File: config.mk
export PLATFORM = sky130hd
export DESIGN_NAME = rfr_sqrt
export DESIGN_NICKNAME = d
export VERILOG_FILES = /design/src/rtl/core/rfr_pkg.sv /design/src/rtl/core/rfr_pipe_ctrl.sv /design/src/rtl/core/rfr_sqrt.sv
export SDC_FILE = /design/constraint.sdc
export NUM_CORES = 1
export LEC_CHECK = 0
export BUFFER_PORTS_ARGS = -buffer_cell sky130_fd_sc_hd__clkbuf_2
export CORE_MARGIN = 2
export CORE_UTILIZATION = 45
export DETAILED_ROUTE_END_ITERATION = 16
export PLACE_DENSITY = 0.65
export SLEW_MARGIN = 20
export SYNTH_ARGS = -nofsm -noshare
export SYNTH_HDL_FRONTEND = slang
export SYNTH_SLANG_ARGS = --single-unit
export TNS_END_PERCENT = 1
File: constraint.sdc
create_clock -name clock -period 10.5 [get_ports clock]
set_input_delay 1.05 -clock clock [delete_from_list [all_inputs] [get_ports clock]]
set_output_delay 1.05 -clock clock [all_outputs]
set_load 0.005 [all_outputs]
File: src/rtl/core/rfr_pkg.sv
package rfr_pkg;

   // Field and internal widths. Q formats: inputs Q1.14, eta Q2.14, outputs Q5.14.
   localparam int COMP_W    = 16;  // incident and normal components
   localparam int ETA_W     = 16;  // refraction ratio
   localparam int OUT_W     = 20;  // refracted components
   localparam int FRAC_BITS = 14;

   localparam int PROD_W    = 32;  // one I*N product
   localparam int DOT_W     = 34;  // sum of three products, scale 2^28
   localparam int C_W       = 19;  // dot product at scale 2^14
   localparam int E_W       = 18;  // eta squared at scale 2^14
   localparam int CSQ_W     = 36;  // c14 squared, never negative
   localparam int HALF_W    = 18;  // half of CSQ_W, one partial product operand
   localparam int PART_W    = 36;  // e14 times one half of c14 squared
   localparam int P_W       = 54;  // e14 times c14 squared
   localparam int BASE_W    = 33;  // 2^28 - e14 * 2^14
   localparam int K_W       = 41;  // k at scale 2^28, signed
   localparam int RAD_W     = 40;  // square root operand
   localparam int ROOT_W    = 20;  // square root result
   localparam int REM_W     = 22;  // square root partial remainder
   localparam int ETAI_W    = 33;  // eta times one incident component
   localparam int EC_W      = 36;  // eta times c14
   localparam int M_W       = 37;  // eta*c14 + sqrt(k)*2^14
   localparam int MN_W      = 53;  // m times one normal component
   localparam int V_W       = 53;  // eta*I*2^14 - m*N, scale 2^42
   localparam int SH_W      = V_W - 2 * FRAC_BITS;  // after the final floor

   // Square root: four result bits are resolved in each pipeline stage.
   localparam int SQRT_STEPS  = 4;
   localparam int SQRT_STAGES = ROOT_W / SQRT_STEPS;

   typedef struct packed {
      logic signed [COMP_W-1:0] incident_x;
      logic signed [COMP_W-1:0] incident_y;
      logic signed [COMP_W-1:0] incident_z;
      logic signed [COMP_W-1:0] normal_x;
      logic signed [COMP_W-1:0] normal_y;
      logic signed [COMP_W-1:0] normal_z;
      logic [ETA_W-1:0]         index_ratio;
   } rfr_req_type;

   typedef struct packed {
      logic signed [OUT_W-1:0] refracted_x;
      logic signed [OUT_W-1:0] refracted_y;
      logic signed [OUT_W-1:0] refracted_z;
      logic                    internal_reflection;
   } rfr_rsp_type;

   // Values that ride alongside the square root.
   typedef struct packed {
      logic [2:0][ETAI_W-1:0]  eta_inc;
      logic [2:0][COMP_W-1:0]  normal;
      logic signed [EC_W-1:0]  eta_dot;
      logic                    tir;
   } rfr_side_type;

   typedef struct packed {
      logic [RAD_W-1:0] radicand;
      rfr_side_type     side;
   } rfr_root_req_type;

   typedef struct packed {
      logic [ROOT_W-1:0] root;
      rfr_side_type      side;
   } rfr_root_rsp_type;

endpackage

File: src/rtl/core/rfr_pipe_ctrl.sv
module rfr_pipe_ctrl #(
   parameter int STAGES = 2
) (
   input  logic              clock,
   input  logic              reset,
   input  logic              in_valid,
   output logic              in_ready,
   output logic              out_valid,
   input  logic              out_ready,
   output logic [STAGES-1:0] load
);

   logic [STAGES-1:0] valid_ff;
   logic [STAGES-1:0] valid_in;

   // A stage loads when it is empty or its content moves on this cycle.
   always_comb begin
      load[STAGES-1] = !valid_ff[STAGES-1] || out_ready;
      for (int i = STAGES - 2; i >= 0; i--) begin
         load[i] = !valid_ff[i] || load[i+1];
      end
      valid_in[0] = in_valid;
      for (int i = 1; i < STAGES; i++) begin
         valid_in[i] = valid_ff[i-1];
      end
   end

   always_ff @(posedge clock) begin
      if (reset) begin
         valid_ff <= '0;
      end else begin
         for (int i = 0; i < STAGES; i++) begin
            if (load[i]) begin
               valid_ff[i] <= valid_in[i];
            end
         end
      end
   end

   assign in_ready  = load[0];
   assign out_valid = valid_ff[STAGES-1];

endmodule

File: src/rtl/core/rfr_sqrt.sv
module rfr_sqrt (
   input  logic                      clock,
   input  logic                      reset,
   input  logic                      in_valid,
   output logic                      in_ready,
   input  rfr_pkg::rfr_root_req_type in_data,
   output logic                      out_valid,
   input  logic                      out_ready,
   output rfr_pkg::rfr_root_rsp_type out_data
);
   import rfr_pkg::*;

   logic [SQRT_STAGES-1:0] load;

   rfr_pipe_ctrl #(
      .STAGES (SQRT_STAGES)
   ) u_ctrl (
      .clock     (clock),
      .reset     (reset),
      .in_valid  (in_valid),
      .in_ready  (in_ready),
      .out_valid (out_valid),
      .out_ready (out_ready),
      .load      (load)
   );

   logic [RAD_W-1:0]  rad_ff  [SQRT_STAGES];
   logic [ROOT_W-1:0] root_ff [SQRT_STAGES];
   logic [REM_W-1:0]  rem_ff  [SQRT_STAGES];
   rfr_side_type      side_ff [SQRT_STAGES];

   // Restoring square root, two radicand bits per result bit.
   for (genvar s = 0; s < SQRT_STAGES; s++) begin : g_stage
      logic [RAD_W-1:0]  rad_src;
      logic [ROOT_W-1:0] root_src;
      logic [ROOT_W-1:0] root_in;
      logic [REM_W-1:0]  rem_src;
      logic [REM_W-1:0]  rem_in;
      rfr_side_type      side_src;

      if (s == 0) begin : g_first
         assign rad_src  = in_data.radicand;
         assign root_src = '0;
         assign rem_src  = '0;
         assign side_src = in_data.side;
      end else begin : g_next
         assign rad_src  = rad_ff[s-1];
         assign root_src = root_ff[s-1];
         assign rem_src  = rem_ff[s-1];
         assign side_src = side_ff[s-1];
      end

      always_comb begin : digit_steps
         logic [REM_W+1:0]  rem_try;
         logic [REM_W+1:0]  trial;
         logic [ROOT_W-1:0] root;
         logic [REM_W-1:0]  rem;
         root = root_src;
         rem  = rem_src;
         for (int t = 0; t < SQRT_STEPS; t++) begin
            rem_try = {rem, rad_src[RAD_W-1-2*(s*SQRT_STEPS+t) -: 2]};
            trial   = (REM_W+2)'({root, 2'b01});
            if (rem_try >= trial) begin
               rem  = REM_W'(rem_try - trial);
               root = {root[ROOT_W-2:0], 1'b1};
            end else begin
               rem  = REM_W'(rem_try);
               root = {root[ROOT_W-2:0], 1'b0};
            end
         end
         root_in = root;
         rem_in  = rem;
      end

      always_ff @(posedge clock) begin
         if (load[s]) begin
            rad_ff[s]  <= rad_src;
            root_ff[s] <= root_in;
            rem_ff[s]  <= rem_in;
            side_ff[s] <= side_src;
         end
      end
   end

   assign out_data.root = root_ff[SQRT_STAGES-1];
   assign out_data.side = side_ff[SQRT_STAGES-1];

endmodule

==> impl_metrics.ini <==
[run_status]
status = finished, final reports clean

[sta]
max_slew_margin = 0.269
maxClockFrequency_ghz = 0.101
tightest_slew_ns = 1.10
layout_worst_path_cycle_share = 0.941
timing.final.hold_violations = 0
setup-violations-final = 0
tmin_final_ns = 9.88
report.final.slew_viol_count = 0
finalSetupTns_ns = 0
skew_ns = 0.0823

[setup_path]
reg2regPathDepth = 40
worstReg2RegEnd = rem_ff[0][63]
critical-path-slowest-cell = or4bb_1
reg2reg_from = rem_ff[0][25]
timing.critical_path.from = rem_ff[0][25]
critPathKind = flip-flop to flip-flop
cp-endpoint = rem_ff[0][63]
arrival_ns = 10.29
max_stage_delay_ns = 0.48
cpMostUsedCell = nor2_1
critical_path.max_fanout = 17
cp-start-kind = flip-flop
critical_path_capture_point_type = flip-flop
cp_data_required_time_ns = 10.90
regToRegSetupSlack_ns = 0.62

[global_route]
grt_max_degree = 148
grt_first_pass_wirelength_microns = 202000
groute.usage.overall = 0.221
grt_remaining_overflow = 0
grt_pass1_vias = 33221
number_of_antenna_violations_at_the_first_check_in_global_routing = 17

[floorplan]
design.portCount = 434
fp.coreArea_sq_mm = 0.116
floorplan.die.height_microns = 345
core.rowCount = 125
design.die.area_sq_mm = 0.119
fp.dieW_microns = 345
floorplan.initialDensity = 0.453

[synthesis]
synth.ff_latch_count = 1153
synth_edf_count = 1148
yosysSeqAreaShare = 0.659
yosysWarnings = 0
postSynthAreaPerCell_sq_um = 13.5
ys_async_sr_fraction = 0
ys.flop_type = edfxtp_1
synth.distinct_cells = 118
number_of_instances_in_the_synthesized_netlist = 3894
synth_area_sq_mm = 0.0525

[detailed_routing]
drcViolationCount = 0
drt-initial-drc-count = 2435
detail_route.wirelength_microns = 134000
drt.antenna.violating_nets = 0
routed_wire_length_per_instance_microns = 21.5
post_drt_via_cell_ratio = 5.44
drt-pass1-iter-count = 5
num_vias = 33732

[placement]
buffer_ports.inserted = 433
gp_routability_congestion = 0.912
dp_hpwl_microns = 100000

[layout]
final_net_count = 5034
syn2layout_area_growth_pct = 17.8
final_layout_size_suffix_gt1_frac = 0.206
fillCellCount = 9710
final_common_cell = edfxtp_1
mostFrequentLayoutCells = edfxtp_1, clkbuf_2, nor2_1

[pwr]
power.net_switching_mw = 4.43
internal_power_contribution_mw = 9.37
share_clk_of_total_power = 0.290
totalPowerFinal_mw = 13.8
cellLeakagePower_nw = 24.9
p_per_area_mw_per_mm2 = 223
combinationalPowerShare = 0.296
swShare = 0.321
p_seq_frac = 0.414
vdd_drop_max_mv = 0.183

[clock_network]
clock_latency_ns = 0.74
tritoncts = done
ctsHoldBuffers = 0
numCtsBuffers = 115
max-clock-path-buffers = 3
cts_root_buffer = clkbuf_16
clk_pin_slew_ns = 0.06
h_tree_depth = 3
tritoncts_num_sinks = 1153

[worst_hold_path]
timing.hold.worst.class = flip-flop to flip-flop

[job]
max_cap_viol_count = 0
## per-layer routing
layer,vias up,global-route usage,wire length (microns)
met2,949,0.380,66400
met1,16338,0.292,57200
met3,193,0.0302,6570
met5,-,0,21
met4,4,0.0684,3320
li1,16248,-,-
## synth_stat cells (41+ instances only)
master    count  area, sq um
o21ai_0     188          941
xnor2_1     158         1380
inv_1       177          664
nand3_1      86          430
nor2b_1      45          282
a21oi_1     255         1280
nand2_1     257          965
nor2_1      280         1050
a21o_1       70          526
xor2_1       87          762
nand2b_1     41          257
nor3_1       83          415
edfxtp_1   1148        34500
ha_1        229         2870
clkbuf_1     49          184
## final cells by class
type                    count  area, sq um  area share
flip-flops and latches   1153        34600       0.559
multi-input cells        2478        17100       0.276
repair buffers            647         3830      0.0619
clock buffers             132         2940      0.0476
well taps                1524         1910      0.0308
clock inverters            77          786      0.0127
inverters                 182          709      0.0115
diodes                     11         27.5    0.000445
## timing repair
item,4_1_cts,5_1_grt
pin swaps,0,6
endpoints found under the setup margin,14,47
buffers inserted,1,9
gates resized for setup,3,56
## power groups by stage
| stage | registers, mW | logic [mW] | clock network, mW |
|---|---|---|---|
| 3_3_place_gp | 5.80 | 3.96 | 0 |
| 5_1_grt | 5.75 | 4.49 | 4.30 |
| 4_1_cts | 5.71 | 4.00 | 4.12 |
| 2_1_floorplan | 5.70 | 2.78 | 0 |
| 6_report | 5.71 | 4.08 | 4.00 |
| 3_5_place_dp | 5.81 | 3.97 | 0 |
## per-stage QoR
stage	cell area (sq um)	hold slack (ns)	std cells	util	setup slack (ns)
floorplan	52500	0.400	3895	-	0.318
global placement	57800	0.400	5973	0.499	-0.00209
detailed placement	57800	0.405	5974	0.499	-0.0967
CTS	61600	0.377	6184	0.531	0.0774
global route	61800	0.383	6203	0.533	-0.0107
finish	61800	0.373	6204	0.533	0.616
## worst min-delay path by stage
stage                          from              end  slack [ns]  cells past startpoint
floorplan             rad_ff[0][80]   rad_ff[0][120]        0.40                      0
global placement    side_ff[0][453]  side_ff[0][637]        0.40                      0
detailed placement     rad_ff[0][4]    rad_ff[0][44]        0.40                      0
CTS                   rad_ff[0][87]   rad_ff[0][127]        0.38                      0
global route          rad_ff[0][87]   rad_ff[0][127]        0.38                      0
finish                rad_ff[0][87]   rad_ff[0][127]        0.37                      0
## kinds of logic (layout without fill, tap and decap cells)
logic type                 count (synthesis)  after routing  share of synthesized area
AOI/OAI and AO/OA                        870            870                      0.110
xor gates and xnor gates                 246            246                     0.0412
adders and majority gates                229            229                     0.0546
buffers and inverters                    264           1038                     0.0201
DFF                                     1153           1153                      0.659
muxes                                     46             46                    0.00963
other                                      1             13                  0.0000715
and+or+nand+nor                         1085           1085                      0.106
## sequential cells by signal (all words and copies together) (netlist names)
| signal | count |
|---|---|
| rem_ff | 88 |
| u_ctrl.valid_ff | 5 |
| side_ff | 920 |
| rad_ff | 80 |
| root_ff | 60 |
## critical path, delay by kind of cell, from the launching register on
family          cells  cell delay (ns)
xor+xnor            2             0.26
simple gates       18             3.61
buf+inv             4             0.69
fa+ha+maj           4             1.42
compound gates     10             2.59
mux                 2             0.49
flops               1             0.46
(Power assumes the default switching activity.)
